$ cat config.mk
export PLATFORM = sky130hd
export DESIGN_NAME = source_text_normalizer_unit_flat
export DESIGN_NICKNAME = d
export VERILOG_FILES = /design/src/hw/rtl/stn_pkg.sv /design/src/hw/rtl/stn_stream_if.sv /design/src/hw/rtl/source_text_normalizer_unit.sv /design/src/hw/rtl/stn_front.sv /design/src/hw/rtl/stn_queue.sv /design/src/hw/rtl/stn_back.sv /design/src/flat_wrapper.sv
export SDC_FILE = /design/constraint.sdc
export NUM_CORES = 1
export LEC_CHECK = 0
export BUFFER_PORTS_ARGS = -buffer_cell sky130_fd_sc_hd__buf_2
export CAP_MARGIN = 20
export CORE_UTILIZATION = 35
export DETAILED_ROUTE_END_ITERATION = 6
export MAX_ROUTING_LAYER = met4
export PLACE_DENSITY = 0.46
export SKIP_CTS_REPAIR_TIMING = 1
export SYNTH_ARGS = -nofsm -noshare
export SYNTH_HDL_FRONTEND = slang
export SYNTH_SLANG_ARGS = --single-unit
$ cat constraint.sdc
create_clock -name clk -period 9.4 [get_ports clk]
set_clock_uncertainty 0.15 [all_clocks]
set_input_delay 1.88 -clock clk [delete_from_list [all_inputs] [get_ports clk]]
set_output_delay 1.88 -clock clk [all_outputs]
set_load 0.03 [all_outputs]
$ cat src/hw/rtl/stn_pkg.sv
// Shared types and byte constants for the source text normalizer.
// No dependencies; every other source file but stn_stream_if imports this package.
package stn_pkg;

	localparam logic [7:0] BYTE_LF = 8'h0A;
	localparam logic [7:0] BYTE_CR = 8'h0D;
	localparam logic [7:0] BYTE_SP = 8'h20;
	localparam logic [7:0] BYTE_EF = 8'hEF;
	localparam logic [7:0] BYTE_BB = 8'hBB;
	localparam logic [7:0] BYTE_BF = 8'hBF;
	localparam logic [7:0] BYTE_C2 = 8'hC2;
	localparam logic [7:0] BYTE_A0 = 8'hA0;
	localparam logic [7:0] BYTE_E2 = 8'hE2;
	localparam logic [7:0] BYTE_80 = 8'h80;
	localparam logic [7:0] BYTE_81 = 8'h81;
	localparam logic [7:0] BYTE_8D = 8'h8D;
	localparam logic [7:0] BYTE_AF = 8'hAF;
	localparam logic [7:0] BYTE_A8 = 8'hA8;
	localparam logic [7:0] BYTE_A9 = 8'hA9;

	// Most bytes one input can release.
	localparam int unsigned MAX_OUT = 3;

	typedef struct packed {
		logic [7:0] in_byte;
		logic       in_last;
	} in_item_t;

	typedef struct packed {
		logic [7:0] out_byte;
		logic       out_valid;
		logic       run_end;
		logic       stream_end;
	} out_item_t;

	// Everything one input produces; cnt of zero only occurs with last set.
	typedef struct packed {
		logic [MAX_OUT-1:0][7:0] bytes;
		logic [1:0]              cnt;
		logic                    last;
	} grp_t;

	typedef struct packed {
		logic full;
		logic empty;
	} q_status_t;

endpackage

$ cat src/hw/rtl/stn_stream_if.sv
// Valid/ready stream channel with a typed payload.
// Payload type comes from the instantiator, normally a stn_pkg struct.
interface stn_stream_if #(
	parameter type payload_t = logic
);
	logic     valid;
	logic     ready;
	payload_t data;

	modport source (output valid, output data, input ready);
	modport sink (input valid, input data, output ready);
endinterface

$ cat src/hw/rtl/source_text_normalizer_unit.sv
// Top level of the source text normalizer: front matcher, group queue, back serializer.
// Depends on stn_pkg, stn_stream_if, stn_front, stn_queue and stn_back.
//
//   channel  dir  payload     transaction
//   in_ch    in   in_item_t   one raw byte, in_last marks stream end
//   out_ch   out  out_item_t  one normalized byte or a bare end marker
//
// The front end takes one byte per cycle while the queue has room and
// turns it into a group of zero to three result bytes in the same cycle.
// The back end sends one result per cycle while out_ch is ready; a group holds
// the queue head until its last result goes, so plain text moves one byte per cycle.
// Reset clears the matcher to idle at stream start and empties the queue.
// A stall on out_ch backs up into the queue; in_ch stalls only when it is full.
module source_text_normalizer_unit
	import stn_pkg::*;
#(
	parameter int unsigned QUEUE_DEPTH = 4
) (
	input  logic         clk,
	input  logic         arst_n,
	stn_stream_if.sink   in_ch,
	stn_stream_if.source out_ch
);

	// Front-to-queue handoff.
	logic      push;
	grp_t      push_grp;
	// Queue-to-back handoff.
	logic      pop;
	grp_t      head;
	q_status_t q_st;

	// Classify each byte and hold partial sequences.
	stn_front u_front (
		.clk      (clk),
		.arst_n   (arst_n),
		.in_ch    (in_ch),
		.q_st     (q_st),
		.push     (push),
		.push_grp (push_grp)
	);

	// Decouple matcher from output stalls.
	stn_queue #(
		.DEPTH (QUEUE_DEPTH)
	) u_queue (
		.clk      (clk),
		.arst_n   (arst_n),
		.push     (push),
		.push_grp (push_grp),
		.pop      (pop),
		.head     (head),
		.q_st     (q_st)
	);

	// Serialize each group into result transactions.
	stn_back u_back (
		.clk    (clk),
		.arst_n (arst_n),
		.head   (head),
		.q_st   (q_st),
		.pop    (pop),
		.out_ch (out_ch)
	);

`ifndef ASSERT_OFF
	a_q_sane: assert property (@(posedge clk) disable iff (!arst_n)
		!(q_st.full && q_st.empty))
		else $error("queue reports full and empty together");

	a_bare_end: assert property (@(posedge clk) disable iff (!arst_n)
		(out_ch.valid && !out_ch.data.out_valid) |-> out_ch.data.stream_end)
		else $error("bare marker without stream end");

	a_stream_run: assert property (@(posedge clk) disable iff (!arst_n)
		(out_ch.valid && out_ch.data.stream_end) |-> out_ch.data.run_end)
		else $error("stream end without run end");

	a_push_room: assert property (@(posedge clk) disable iff (!arst_n)
		push |-> !q_st.full)
		else $error("push into full queue");
`endif

endmodule

$ cat src/hw/rtl/stn_front.sv
// Front end: accepts input bytes, runs the sequence matcher and builds one group per byte.
// Depends on stn_pkg and stn_stream_if.
module stn_front
	import stn_pkg::*;
(
	input  logic          clk,
	input  logic          arst_n,
	stn_stream_if.sink    in_ch,
	input  q_status_t     q_st,
	output logic          push,
	output grp_t          push_grp
);

	typedef enum logic [2:0] {
		PH_IDLE,
		PH_MARK1,
		PH_MARK2,
		PH_CR,
		PH_C2,
		PH_E2,
		PH_E280,
		PH_E281
	} phase_t;

	phase_t     phase_q, ph_n, ph_mid;
	logic       start_q;
	logic       accept;
	logic       fresh, fresh_first;
	logic [7:0] b;
	logic       last;
	logic [1:0] n;
	logic [MAX_OUT-1:0][7:0] e;

	assign b      = in_ch.data.in_byte;
	assign last   = in_ch.data.in_last;
	assign in_ch.ready = !q_st.full;
	assign accept = in_ch.valid && in_ch.ready;

	always_comb begin
		n           = 2'd0;
		e           = '0;
		ph_mid      = PH_IDLE;
		fresh       = 1'b0;
		fresh_first = 1'b0;
		unique case (phase_q)
			PH_MARK1: begin
				if (b == BYTE_BB) begin
					ph_mid = PH_MARK2;
				end else begin
					e[n] = BYTE_EF; n = n + 2'd1;
					fresh = 1'b1;
				end
			end
			PH_MARK2: begin
				if (b != BYTE_BF) begin
					e[n] = BYTE_EF; n = n + 2'd1;
					e[n] = BYTE_BB; n = n + 2'd1;
					fresh = 1'b1;
				end
			end
			PH_CR: begin
				e[n] = BYTE_LF; n = n + 2'd1;
				fresh = (b != BYTE_LF);
			end
			PH_C2: begin
				if (b == BYTE_A0) begin
					e[n] = BYTE_SP; n = n + 2'd1;
				end else begin
					e[n] = BYTE_C2; n = n + 2'd1;
					fresh = 1'b1;
				end
			end
			PH_E2: begin
				if (b == BYTE_80) begin
					ph_mid = PH_E280;
				end else if (b == BYTE_81) begin
					ph_mid = PH_E281;
				end else begin
					e[n] = BYTE_E2; n = n + 2'd1;
					fresh = 1'b1;
				end
			end
			PH_E280: begin
				if ((b >= BYTE_80 && b <= BYTE_8D) || b == BYTE_AF) begin
					e[n] = BYTE_SP; n = n + 2'd1;
				end else if (b == BYTE_A8 || b == BYTE_A9) begin
					e[n] = BYTE_LF; n = n + 2'd1;
				end else begin
					e[n] = BYTE_E2; n = n + 2'd1;
					e[n] = BYTE_80; n = n + 2'd1;
					fresh = 1'b1;
				end
			end
			PH_E281: begin
				if (b == BYTE_A0) begin
					e[n] = BYTE_SP; n = n + 2'd1;
				end else begin
					e[n] = BYTE_E2; n = n + 2'd1;
					e[n] = BYTE_81; n = n + 2'd1;
					fresh = 1'b1;
				end
			end
			PH_IDLE: begin
				fresh       = 1'b1;
				fresh_first = start_q;
			end
			default: begin
				fresh = 1'b1;
			end
		endcase

		// Match the current byte again from idle.
		if (fresh) begin
			priority if (fresh_first && b == BYTE_EF) begin
				ph_mid = PH_MARK1;
			end else if (b == BYTE_CR) begin
				ph_mid = PH_CR;
			end else if (b == BYTE_C2) begin
				ph_mid = PH_C2;
			end else if (b == BYTE_E2) begin
				ph_mid = PH_E2;
			end else begin
				e[n] = b; n = n + 2'd1;
			end
		end

		// Flush held bytes at stream end; a held CR becomes LF.
		ph_n = ph_mid;
		if (last) begin
			unique case (ph_mid)
				PH_MARK1: begin e[n] = BYTE_EF; n = n + 2'd1; end
				PH_MARK2: begin
					e[n] = BYTE_EF; n = n + 2'd1;
					e[n] = BYTE_BB; n = n + 2'd1;
				end
				PH_CR:    begin e[n] = BYTE_LF; n = n + 2'd1; end
				PH_C2:    begin e[n] = BYTE_C2; n = n + 2'd1; end
				PH_E2:    begin e[n] = BYTE_E2; n = n + 2'd1; end
				PH_E280: begin
					e[n] = BYTE_E2; n = n + 2'd1;
					e[n] = BYTE_80; n = n + 2'd1;
				end
				PH_E281: begin
					e[n] = BYTE_E2; n = n + 2'd1;
					e[n] = BYTE_81; n = n + 2'd1;
				end
				default: ;
			endcase
			ph_n = PH_IDLE;
		end
	end

	// Drop groups that release nothing mid-stream.
	assign push           = accept && (n != 2'd0 || last);
	assign push_grp.bytes = e;
	assign push_grp.cnt   = n;
	assign push_grp.last  = last;

	always_ff @(posedge clk or negedge arst_n) begin
		if (!arst_n) begin
			phase_q <= PH_IDLE;
			start_q <= 1'b1;
		end else if (accept) begin
			phase_q <= ph_n;
			start_q <= last;
		end
	end

endmodule

$ cat src/hw/rtl/stn_queue.sv
// Short group queue between front and back ends.
// Depends on stn_pkg.
module stn_queue
	import stn_pkg::*;
#(
	parameter int unsigned DEPTH = 4
) (
	input  logic      clk,
	input  logic      arst_n,
	input  logic      push,
	input  grp_t      push_grp,
	input  logic      pop,
	output grp_t      head,
	output q_status_t q_st
);

	localparam int unsigned AW = (DEPTH > 1) ? $clog2(DEPTH) : 1;
	localparam int unsigned CW = $clog2(DEPTH + 1);
	localparam logic [AW-1:0] LAST_PTR = AW'(DEPTH - 1);

	grp_t          mem_q [DEPTH];
	logic [AW-1:0] wr_ptr_q, rd_ptr_q;
	logic [CW-1:0] fill_q;

	assign head       = mem_q[rd_ptr_q];
	assign q_st.full  = (fill_q == CW'(DEPTH));
	assign q_st.empty = (fill_q == '0);

	always_ff @(posedge clk) begin
		if (push) begin
			mem_q[wr_ptr_q] <= push_grp;
		end
	end

	always_ff @(posedge clk or negedge arst_n) begin
		if (!arst_n) begin
			wr_ptr_q <= '0;
			rd_ptr_q <= '0;
			fill_q   <= '0;
		end else begin
			if (push) begin
				wr_ptr_q <= (wr_ptr_q == LAST_PTR) ? '0 : wr_ptr_q + AW'(1);
			end
			if (pop) begin
				rd_ptr_q <= (rd_ptr_q == LAST_PTR) ? '0 : rd_ptr_q + AW'(1);
			end
			unique case ({push, pop})
				2'b10:   fill_q <= fill_q + CW'(1);
				2'b01:   fill_q <= fill_q - CW'(1);
				default: fill_q <= fill_q;
			endcase
		end
	end

endmodule

$ cat src/hw/rtl/stn_back.sv
// Back end: walks the head group and sends one result per transaction.
// Depends on stn_pkg and stn_stream_if.
module stn_back
	import stn_pkg::*;
(
	input  logic          clk,
	input  logic          arst_n,
	input  grp_t          head,
	input  q_status_t     q_st,
	output logic          pop,
	stn_stream_if.source  out_ch
);

	logic [1:0] idx_q;
	logic       bare;
	logic       final_one;
	logic       xfer;

	assign bare      = (head.cnt == 2'd0);
	assign final_one = bare || (idx_q == head.cnt - 2'd1);
	assign xfer      = out_ch.valid && out_ch.ready;
	assign pop       = xfer && final_one;

	assign out_ch.valid           = !q_st.empty;
	assign out_ch.data.out_byte   = bare ? 8'h00 : head.bytes[idx_q];
	assign out_ch.data.out_valid  = !bare;
	assign out_ch.data.run_end    = final_one;
	assign out_ch.data.stream_end = final_one && head.last;

	always_ff @(posedge clk or negedge arst_n) begin
		if (!arst_n) begin
			idx_q <= 2'd0;
		end else if (xfer) begin
			idx_q <= final_one ? 2'd0 : idx_q + 2'd1;
		end
	end

endmodule

$ cat src/flat_wrapper.sv
// flat-port wrapper written by rule: the top's interface ports become plain ports
module source_text_normalizer_unit_flat import stn_pkg::*;
#(
	parameter int unsigned QUEUE_DEPTH = 4
)
  (clk, arst_n, in_ch_valid, in_ch_data, in_ch_ready, out_ch_valid, out_ch_data, out_ch_ready);
  stn_stream_if #(.payload_t(in_item_t)) in_ch_i ();
  stn_stream_if #(.payload_t(out_item_t)) out_ch_i ();
  input  logic clk;
  input  logic arst_n;
  input wire logic [$bits(in_ch_i.valid)-1:0] in_ch_valid;
  input wire logic [$bits(in_ch_i.data)-1:0] in_ch_data;
  output wire logic [$bits(in_ch_i.ready)-1:0] in_ch_ready;
  output wire logic [$bits(out_ch_i.valid)-1:0] out_ch_valid;
  output wire logic [$bits(out_ch_i.data)-1:0] out_ch_data;
  input wire logic [$bits(out_ch_i.ready)-1:0] out_ch_ready;
  assign in_ch_i.valid = in_ch_valid;
  assign in_ch_i.data = in_ch_data;
  assign in_ch_ready = in_ch_i.ready;
  assign out_ch_valid = out_ch_i.valid;
  assign out_ch_data = out_ch_i.data;
  assign out_ch_i.ready = out_ch_ready;
  source_text_normalizer_unit #(.QUEUE_DEPTH(QUEUE_DEPTH)) u_core (.clk(clk), .arst_n(arst_n), .in_ch(in_ch_i), .out_ch(out_ch_i));
endmodule
# Word level (Yosys, flattened, before mapping)
# Memory sizes are Yosys's and may differ from the RTL's.
# Index checks and enable logic that the tools add are counted.
# W data, S select, Z words.
[totals]
ff_bits = 13
ramBits = 108
input_bits = 13
mem_count = 1
[mem_list]
columns = ["name", "depth", "width", "rd", "rd_ports_with_merged_regs", "wr", "line_no", "source"]
rows = [
  ["u_core.u_queue.mem_q", 4, 27, 1, 0, 1, "stn_queue.sv:21", "grp_t mem_q [DEPTH];"],
]
[classes]
add_sub_neg = 9
magnitude_cmp = 9
n_eq_ne = 33
muxes = 70
bitwise = 21
reduce_logical = 26
[ops]
columns = ["op", "count"]
rows = [
  ["$pmux W24 S7", 1],
  ["$mux W24", 6],
  ["$mux W8", 15],
  ["$eq A8 B8 Y1 const B", 10],
  ["$pmux W8 S7", 1],
  ["$demux W8 S2", 3],
  ["$and A18 B18 Y18", 2],
  ["$not A18 Y18", 2],
  ["$mux W2", 14],
  ["$eq A3 B3 Y1 const B", 9],
  ["$bwmux W24", 1],
  ["$mux W3", 8],
  ["$pmux W8 S3", 1],
  ["$and A21 B21 Y21", 1],
  ["$not A21 Y21", 1],
  ["$or A21 B21 Y21", 1],
  ["$or A18 B18 Y18", 1],
  ["$bmux W8 S2", 1],
  ["$mux W16", 1],
  ["$and A15 B15 Y15", 1],
  ["$not A15 Y15", 1],
  ["$mux W1", 13],
  ["$add A2 B1 Y2 const B", 6],
  ["$and A12 B12 Y12", 1],
  ["37 further kinds", 67],
]

# Depth between registers and ports, before layout
# Gate-level depths: netlist of the first run.
[logic_depth]
word_depth = 20
mapped_depth = 18

# Modules after synthesis
# From an unflattened synthesis of the first run, not the netlist that was laid out.
[unflattened]
hier_cells = 508
hier_area_um2 = 6526.3
[modules_own_cells]
columns = ["module", "instances", "cells_each", "area_each_um2", "seq_area_each_um2"]
rows = [
  ["stn_queue", 1, 179, 4324.1, 3418.3],
  ["stn_front", 1, 267, 1744.2, 101.3],
  ["stn_back", 1, 62, 457.9, 50.0],
]

# Worst setup path after synthesis of the first run
# Ideal clock, no wire load.
[synth_timing]
path_type = "input port to flip-flop"
from = "input port in_ch_data[5]"
to = "memory u_core.u_queue.mem_q[0][8] in the netlist's numbering, data pin"
t_arrival_ns = 5.043
t_required_ns = 9.058
path_slack_ns = 4.015
path_stages = 12
n_path_buf = 1
cell_sequence = "or4_4 -> o311a_1 -> a2111o_1 -> a21oi_4 -> nor3_2 -> xor2_1 -> nor2_1 -> inv_1 -> ha_1 -> buf_1 -> or4_1 -> a32oi_1"
[synth_rtl]
columns = ["item", "line_no", "source"]
rows = [
  ["from (decl)", "flat_wrapper.sv:12", "input wire logic [$bits(in_ch_i.data)-1:0] in_ch_data;"],
  ["to (decl)", "stn_queue.sv:21", ""],
]

==> summary by stage, run 1 <==
Status
The flow ran to the end, and the final reports show no timing, DRC or antenna violations.

Floorplanning
The die height is 136.8 um. The floorplan die width is 136.8 um. For this configuration, the core starts out at a cell density of 0.3626. After floorplanning, the core was divided into 48 placement rows. The area enclosed by the die boundary is 18,710 um2.

The top-level I/O count is 26. The total area inside the core boundary comes to 17,540 um2.

Route
The detailed-route wire length is 16,970 um. The number of routed nets with antenna violations is 0. After detailed routing, the average wire length per cell comes to 21.98 um. Before antenna repair, the detailed router went through 5 iterations. The number of vias after detailed routing is 4,354. The number of DRC markers in iteration 0 is 426.

The post-detailed-route DRC marker count is 0. In the routed layout, each cell is associated on average with a via count of 5.640.

Setup path
The critical path goes through buf_2, nor4b_1, a211oi_1, a2111o_1, a21oi_4, nor3_2, xor2_1, nor2_1, inv_1, ha_1, or4_1, a32oi_1. The type of element launching the critical path is an input port. STA puts the critical path data required time at 9.42 ns. The slowest stage of the critical path is the sky130_fd_sc_hd__nor4b_1 cell. STA puts the critical path data arrival time at 5.80 ns.

STA classifies the critical path endpoint as a register. The critical path is of the in -> reg type. The cell count of the worst reg-to-reg path is 9.

The critical-path maximum fanout is 17. Setup slack on the worst reg-to-reg path comes out at 5.10 ns. On the worst path, the slowest cell contributes a delay of 0.61 ns.

Global route
The number of antenna violations at the first check in global routing is 0. The global-route wire length before repair is 26,540 um. The total routing resource utilization after global routing is 0.2030. The global route total overflow is 0. The via count of the first global-routing pass is 4,458.

The maximum number of pins on one net before global-route repair is 30.

Pwr
The internal power summed over all cells is 1.424 mW. The leakage dissipation is 2.619 nW. The relative contribution of sequential cells to total power is 0.366.

In this run the power density over the cells is 294.9 nW/um2. The proportion of total power due to net switching is 0.3382. In this run the power spent charging and discharging nets is 727.8 uW.

The share of total power dissipated in combinational logic is 0.347. The design draws 2.152 mW. Of the total power, the clock network draws 0.288. The maximum VDD drop is 0.2163 mV.

Worst hold path
The instance count along the most critical hold path is 2. The kind of path behind the tightest hold check is reg -> reg.

Place
The final HPWL from detailed placement is 11,840 um. The number of placed instances, taps included, is 740. The congestion estimate from routability-driven global placement came to 0.9398.

The worst slack at placement is 3.235 ns. The count of buffers from port buffering is 25.

STA
Measured against its own limit, the worst slew margin works out to 0.3785. The final hold violation count was 0. The count of final max-slew check failures is 0. The time the final worst path needs with I/O delays and setup is 5.778 ns. The slew of the pin with the lowest slew margin is 0.9298 ns. The number of setup violations in the final report is 0. The smallest setup slack after layout is 3.622 ns. Based on the critical path, the design can be clocked at up to 173.1 MHz. The post-route setup TNS is 0 ns. Setup repair after global routing left no endpoint under its margin. The share of the clock period used by the worst path after layout is 0.6147.

Logic synthesis
Of the post-synthesis cell area, the dominant cell type holds 0.5100. Synthesis handed over a netlist of 511 instances. The mean post-synth cell area is 12.44 um2. After synthesis, the most frequently instantiated cells are sky130_fd_sc_hd__edfxtp_1, sky130_fd_sc_hd__nor2_1, sky130_fd_sc_hd__nand2_1, sky130_fd_sc_hd__mux4_2, sky130_fd_sc_hd__a21oi_1.

The number of synthesis warnings is 0. The predominant post-synthesis flop cell is sky130_fd_sc_hd__edfxtp_1. The number of synthesized flops with an enable pin is 108.

After synthesis, the cell types taking the most area are sky130_fd_sc_hd__edfxtp_1, sky130_fd_sc_hd__mux4_2, sky130_fd_sc_hd__dfrtp_1. Counting every net in the synthesized netlist gives 540. The biggest area contributor in the post-synthesis netlist is sky130_fd_sc_hd__edfxtp_1. Counting flops and latches in the post-synthesis netlist gives 121.

For this run, asynchronously set or reset flops after synthesis account for 0.1074. For this run, the register share of the synthesized area comes to 0.5614. Yosys instantiated no cell more often than sky130_fd_sc_hd__edfxtp_1.

The combined area of all synthesized cells is 6359 um2. Synthesis instantiated 70 different standard cells from the library.

Finish
The finished layout holds 772 standard cells, fillers aside. The number of antenna diodes in the final layout is 0. The number of nets in the finished design is 563.

After filler insertion, the fill cell instance count of the layout stands at 1,672. The fraction of final layout cells with drive strength greater than 1 is 0.1956. The layout overhead on the synthesized area is 14.76%.

CTS
In this run the number of H-tree levels came out at 4. No sink is reached through more buffers than the 2 on the longest clock path. Clock-pin slew was measured on the worst setup and hold paths at 0.05 ns. The clock net sink count is 121. Clock latency on the worst-skew pair, taken at its later pin, is 0.42 ns. The clock tree from TritonCTS is yes.

Buffers inserted during clock tree synthesis total 17. The clock root buffer is sky130_fd_sc_hd__clkbuf_16.

Run
The tool flagged a number of max-cap violations equal to 0.
[area by class of cell]
cell class	count	area (um2)	area share
Multi-Input combinational cell	341	2604	0.3568
Inverter	18	67.56	0.009259
Clock inverter	11	122.6	0.01680
Timing Repair Buffer	35	200.2	0.02743
Tap cell	225	281.5	0.03858
Sequential cell	121	3571	0.4894
Clock buffer	21	450.4	0.06173
[flip-flops by register name (all words and copies together) (netlist names)]
signal,count
u_core.u_back.idx_q,2
u_core.u_front.start_q,1
u_core.u_queue.mem_q,108
u_core.u_queue.fill_q,3
u_core.u_queue.rd_ptr_q,2
u_core.u_queue.wr_ptr_q,2
u_core.u_front.phase_q,3
[routing by layer]
| layer | up-vias | share of wire | global-route usage |
|---|---|---|---|
| met3 | 25 | 0.036 | 0.04000 |
| met1 | 2193 | 0.48 | 0.2726 |
| met4 | 0 | 0.020 | 0.06716 |
| met5 | - | 0 | - |
| met2 | 133 | 0.46 | 0.3082 |
| li1 | 2003 | - | - |
[logic make-up (layout without fill, tap and decap cells)]
| logic type | count (synthesis) | count (layout) | share of synthesized area |
|---|---|---|---|
| and+or+nand+nor | 168 | 168 | 0.1311 |
| DFF | 121 | 121 | 0.5614 |
| AOI/OAI and AO/OA | 111 | 111 | 0.1189 |
| buffers and inverters | 49 | 85 | 0.02991 |
| muxes | 39 | 39 | 0.1165 |
| adders and majority gates | 16 | 16 | 0.03266 |
| xor gates and xnor gates | 7 | 7 | 0.009642 |
[power by group through the flow]
| stage | registers [mW] | logic, mW | clock network [mW] |
|---|---|---|---|
| after floorplan | 0.777 | 0.568 | 0 |
| after global placement | 0.793 | 0.761 | 0 |
| after detailed placement | 0.798 | 0.768 | 0 |
| after CTS | 0.788 | 0.770 | 0.631 |
| after global routing | 0.800 | 0.826 | 0.656 |
| final | 0.787 | 0.746 | 0.619 |
[stage by stage]
step	utilization	instance area (um2)	hold slack, ns
after floorplan	-	6359	0.2936
after global placement	0.3830	6716	0.3268
after detailed placement	0.3834	6724	0.3301
after CTS	0.4161	7297	0.3397
after global routing	0.4161	7297	0.3556
final	0.4161	7297	0.3411
[worst max-delay path, delay by kind of cell]
| family | cells | cell delay (ns) |
|---|---|---|
| and+or+nand+nor | 4 | 1.63 |
| AOI/OAI and AO/OA | 4 | 1.30 |
| adders and majority gates | 1 | 0.44 |
| buffers and inverters | 2 | 0.32 |
| xor gates and xnor gates | 1 | 0.21 |
[worst paths after layout]
check,from,to
max reg2reg,u_core.u_front.phase_q[0],u_core.u_queue.mem_q[2][8]
min,u_core.u_front.start_q,u_core.u_front.start_q
min reg2reg,u_core.u_front.start_q,u_core.u_front.start_q
min in group asynchronous,arst_n,u_core.u_queue.fill_q[1]
max,in_ch_data[6],u_core.u_queue.mem_q[2][8]
max in group asynchronous,arst_n,u_core.u_front.start_q
[cell usage in the layout, fill, tap and decap left out, types with 4 or more instances in the layout]
cell,netlist,final
sky130_fd_sc_hd__a21oi_1,25,25
sky130_fd_sc_hd__a22oi_1,7,7
sky130_fd_sc_hd__a31oi_1,6,6
sky130_fd_sc_hd__and2_1,8,8
sky130_fd_sc_hd__buf_2,2,25
sky130_fd_sc_hd__buf_4,1,10
sky130_fd_sc_hd__clkbuf_16,0,17
sky130_fd_sc_hd__clkinvlp_4,0,4
sky130_fd_sc_hd__dfrtp_1,12,11
sky130_fd_sc_hd__edfxtp_1,108,108
sky130_fd_sc_hd__ha_1,15,15
sky130_fd_sc_hd__inv_1,18,18
sky130_fd_sc_hd__mux2i_1,8,8
sky130_fd_sc_hd__mux4_2,27,27
sky130_fd_sc_hd__nand2_1,50,50
sky130_fd_sc_hd__nand3_1,11,11
sky130_fd_sc_hd__nand4b_1,6,6
sky130_fd_sc_hd__nor2_1,52,52
sky130_fd_sc_hd__nor2b_1,7,7
sky130_fd_sc_hd__nor3_1,6,5
sky130_fd_sc_hd__nor4b_1,4,4
sky130_fd_sc_hd__o21ai_0,24,24
sky130_fd_sc_hd__o22ai_1,4,4
sky130_fd_sc_hd__or3_1,5,5
sky130_fd_sc_hd__xnor2_1,4,4
Note: power is estimated with default switching activity, not from simulation.
==> run 2, diff against run 1 <==
--- a/config.mk
+++ b/config.mk
@@ -5,6 +5,7 @@
 export SDC_FILE = /design/constraint.sdc
 export NUM_CORES = 1
 export LEC_CHECK = 0
+export ABC_AREA = 1
 export BUFFER_PORTS_ARGS = -buffer_cell sky130_fd_sc_hd__buf_2
 export CAP_MARGIN = 20
 export CORE_UTILIZATION = 35
==> constraint.sdc (replaced) <==
create_clock -name clk -period 5.66 [get_ports clk]
set_clock_uncertainty 0.15 [all_clocks]
set_input_delay 1.132 -clock clk [delete_from_list [all_inputs] [get_ports clk]]
set_output_delay 1.132 -clock clk [all_outputs]
set_load 0.03 [all_outputs]
==> summary by stage, run 2 <==
STA
The clock period could shrink to 4.506 ns. The slew of the pin with the lowest slew margin was 0.7834 ns (-0.1464 ns). The highest achievable clock rate is 221.9 MHz. The count of final max-slew check failures is 0 (unchanged). The post-route setup TNS is 0 ns (unchanged).

The worst slew slack as a fraction of its limit is 0.4761 (+0.09762). Setup repair after global routing left no endpoint under its margin. The number of setup violations in the final report is 0 (unchanged). The share of the clock period used by the worst path after layout is 0.7962. The final hold violation count is 0 (unchanged).

CTS
The deepest level of the CTS H-tree was 4 (unchanged). The number of buffers on the longest clock path is 2 (unchanged). The worst-skew pair later-pin latency is 0.41 ns (about the same). The clock transition at the register clock pins on the worst setup and hold paths after CTS is 0.06 ns (about the same). The clock net sink count was 121 (unchanged). The root buffer cell chosen for the clock tree is sky130_fd_sc_hd__clkbuf_16. The number of clock buffers inserted by TritonCTS was 17 (unchanged). TritonCTS built the clock tree.

Finish
The filler-free cell count of the finished design is 979 (+27%). The largest registers in the layout are u_core.u_queue.mem_q x108, u_core.u_front.phase_q x3, u_core.u_queue.fill_q x3. In the layout the commonest cells are sky130_fd_sc_hd__nand2_1, sky130_fd_sc_hd__edfxtp_1, sky130_fd_sc_hd__nor2_1. The flip-flop count of the largest register, all copies and words added came to 108 (unchanged). The most common cell after layout, fill and taps aside is sky130_fd_sc_hd__nand2_1. The antenna diode count is 0 (unchanged). The fraction of final layout cells with drive strength greater than 1 was 0.1520 (-0.04361).

The register containing the most flip-flops in the final layout is u_core.u_queue.mem_q. The number of nets in the finished design came to 766 (+36%). Compared with the post-synthesis result, the final layout area differs by 15.02%.

The final standard cell utilization of the core came to 0.4156 (-0.0005120).

Pwr
The combinational fraction of design power was 0.375 (+0.028). The internal power summed over all cells is 2.253 mW (+58%). The proportion of total power due to net switching is 0.3978 (+0.05960). The cell area power density is 494.5 nW/um2 (+68%). The maximum VDD drop is 0.2216 mV (+2.5%). The relative contribution of sequential cells to total power is 0.334 (-0.032). The net switching component of the power was 1.489 mW (+100%). The total power after layout is 3.742 mW (+74%).

The proportion of power drawn by the clock network is 0.290 (+0.002). The leakage dissipation is 2.965 nW (+13%).

Logic synthesis
The number of synthesized flops with an enable pin is 108 (unchanged). The share of the synthesized area in the top cell type is 0.4930 (-0.01707). The combined area of all synthesized cells is 6579 um2 (+3.5%).

The number of standard cells after synthesis was 706 (+38%). The post-synthesis net count is 735 (+36%). The sequential-to-total area share from yosys stat is 0.5426 (-0.01879). Summed over all instances, the cell type with the most area after synthesis is sky130_fd_sc_hd__edfxtp_1. By area the synthesized netlist is led by sky130_fd_sc_hd__edfxtp_1, sky130_fd_sc_hd__nand2_1, sky130_fd_sc_hd__o21ai_0. In the synthesized netlist the dominant register cell turns out to be sky130_fd_sc_hd__edfxtp_1. The fraction of synthesis flops using an asynchronous set or reset pin is 0.1074 (unchanged). The number of unique standard cell types used by synthesis came to 50 (-29%). The mean post-synth cell area is 9.318 um2 (-25%). The flip-flop and latch count after synthesis is 121 (unchanged). The most common cell in the synthesized netlist is sky130_fd_sc_hd__nand2_1. By count the netlist is led by sky130_fd_sc_hd__nand2_1, sky130_fd_sc_hd__edfxtp_1, sky130_fd_sc_hd__nor2_1, sky130_fd_sc_hd__o21ai_0, sky130_fd_sc_hd__inv_1. The number of synthesis warnings is 0 (unchanged).

Route
The post-detailed-route DRC marker count is 2 (+2). The number of DRC markers in iteration 0 came to 370 (-13%). The number of detailed-routing iterations run before antenna repair was 7 (+2). The detailed-route wire length was 20,350 um (+20%).

The number of vias after detailed routing is 5,274 (+21%). The post-detailed-route via-to-cell ratio is 5.387 (-4.5%). The number of routed nets with antenna violations is 0 (unchanged).

The routed wirelength normalized by instance count was 20.79 um (-5.4%).

Global route
The global-route wire length before repair is 30,990 um (+17%). The via count of the first global-routing pass is 5,122 (+15%). The number of antenna violations at the first check in global routing is 0 (unchanged). The total routing resource utilization after global routing was 0.2255 (+0.02252).

The maximum number of pins on one net before global-route repair is 49 (+63%). The global route total overflow came to 0 (unchanged).

Setup path
The critical path required time was 5.66 ns (-3.76 ns). Among the stages of the critical path, the cell type that occurs most often is sky130_fd_sc_hd__nand2_1. The cell count of the worst reg-to-reg path is 17 (+8). Walking the worst path, the cells encountered are buf_2, inv_2, nand2_1, nor2_1, nand2_1, nand2_1, nand3_1, nand3b_1, a21oi_2, ha_1, nand2_1, a21boi_1, nor2_4, inv_1, ha_1, inv_1, a21oi_1, a221o_1, inv_1, o21ai_0. The type of element launching the critical path is an input port. In this run the worst setup path begins at in_ch_data[7]. The register-to-register setup slack was 1.62 ns (-3.48 ns). The startpoint identified for the worst register-to-register timing path is u_core.u_front.phase_q[1].

The largest individual stage delay along the critical path comes from the cell sky130_fd_sc_hd__o21ai_0. The element type at the critical path end is a register. The most critical setup path has its endpoint at u_core.u_queue.mem_q[3][2]. The data arrival time of the critical path is 4.51 ns (-1.29 ns). The endpoint identified for the worst register-to-register timing path is u_core.u_queue.mem_q[3][2]. The delay of the slowest cell on the worst path is 0.38 ns (-0.23 ns). The type of the worst setup path is in -> reg. The critical-path maximum fanout is 13 (-4).

Place
The final HPWL from detailed placement is 14,780 um (+25%). The count of buffers from port buffering came to 25 (unchanged). The final weighted congestion of routability-driven global placement is 0.9808 (+4.4%). The cell count after placement was 947 (+28%).

Floorplanning
The initial standard-cell utilization of the core is 0.3613 (-0.001286). The die height is 139.1 um (+1.7%). The floorplan die width is 139.1 um (+1.7%).

The area enclosed by the die boundary is 19,350 um2 (+3.4%). The total number of placement rows is 49 (+2.1%). The placeable core region is 18,210 um2 (+3.8%). The top-level I/O count is 26 (unchanged).

Status
The flow ran to the end, but the final reports show violations. The checks that failed: DRC.

Worst hold path
The path class of the tightest hold or removal check is reg -> reg.

Run
The count of maximum capacitance violations came to 0 (unchanged).
==> run 2: changes by cell type in the layout (fill, tap and decap cells not counted), sizes merged, moves of 13 or more <==
cell / before / now
inv: 19 / 76
nand2: 50 / 126
nor2: 52 / 117
o21ai: 26 / 84
nand3: 11 / 32
mux4: 27 / 0
o22ai: 4 / 17
o221ai: 1 / 14
==> run 2: worst min path at each step <==
stage	slack, ns	cells after the start	endpoint	start
floorplan	0.30	1	u_core.u_queue.fill_q[0]	u_core.u_queue.fill_q[0]
global placement	0.31	1	u_core.u_queue.fill_q[0]	u_core.u_queue.fill_q[0]
detailed placement	0.32	1	u_core.u_queue.fill_q[0]	u_core.u_queue.fill_q[0]
CTS	0.33	1	u_core.u_queue.fill_q[0]	u_core.u_queue.fill_q[0]
global route	0.35	1	u_core.u_queue.fill_q[0]	u_core.u_queue.fill_q[0]
finish	0.33	2	u_core.u_queue.fill_q[1]	u_core.u_queue.fill_q[1]
==> run 2: cell type report <==
class,count,area [um2]
Fill cell,1793,10640
Sequential cell,121,3570
Multi-Input combinational cell,487,2628
Clock buffer,19,432.9
Tap cell,229,286.5
Inverter,75,281.5
Timing Repair Buffer,35,200.2
Clock inverter,13,168.9
==> run 2: through the flow <==
step                hold slack (ns)  cell area, um2  setup slack, ns
floorplan                    0.2965            6579            1.617
global placement             0.3148            6965           0.8974
detailed placement           0.3201            6965           0.7927
CTS                          0.3329            7567            1.221
global route                 0.3495            7567           0.8504
finish                       0.3334            7567            1.154
==> run 2: layer usage <==
layer	global-route usage	up-vias	share of wire
met3	0.05041	22	0.051
met1	0.2965	2565	0.46
met4	0.07719	0	0.023
met2	0.3429	159	0.46
li1	-	2528	-
met5	-	-	0
==> run 2: power by group through the flow <==
stage                     Combinational [mW]  Clock [mW]  Sequential, mW
after floorplan                        0.951           0            1.24
after detailed placement                1.42           0            1.27
final                                   1.40        1.09            1.25
after global routing                    1.55        1.15            1.27
after global placement                  1.41           0            1.27
after CTS                               1.42        1.11            1.25
==> run 2: cells by family (layout without fill, tap and decap cells) <==
family / Yosys count / in the layout / share of synthesized area
AO/OA/AOI/OAI: 171 / 171 / 0.1544
XOR/XNOR: 5 / 5 / 0.006658
adder cells (fa/ha/maj): 16 / 16 / 0.03157
buffers and inverters: 98 / 142 / 0.05801
flip-flops: 121 / 121 / 0.5426
AND/OR/NAND/NOR: 295 / 295 / 0.2067
==> run 2: worst max-delay path, delay by kind of cell <==
kind	cells	cell delay, ns
simple gates	8	0.91
buf+inv	5	0.61
fa+ha+maj	2	0.56
compound gates	5	1.29
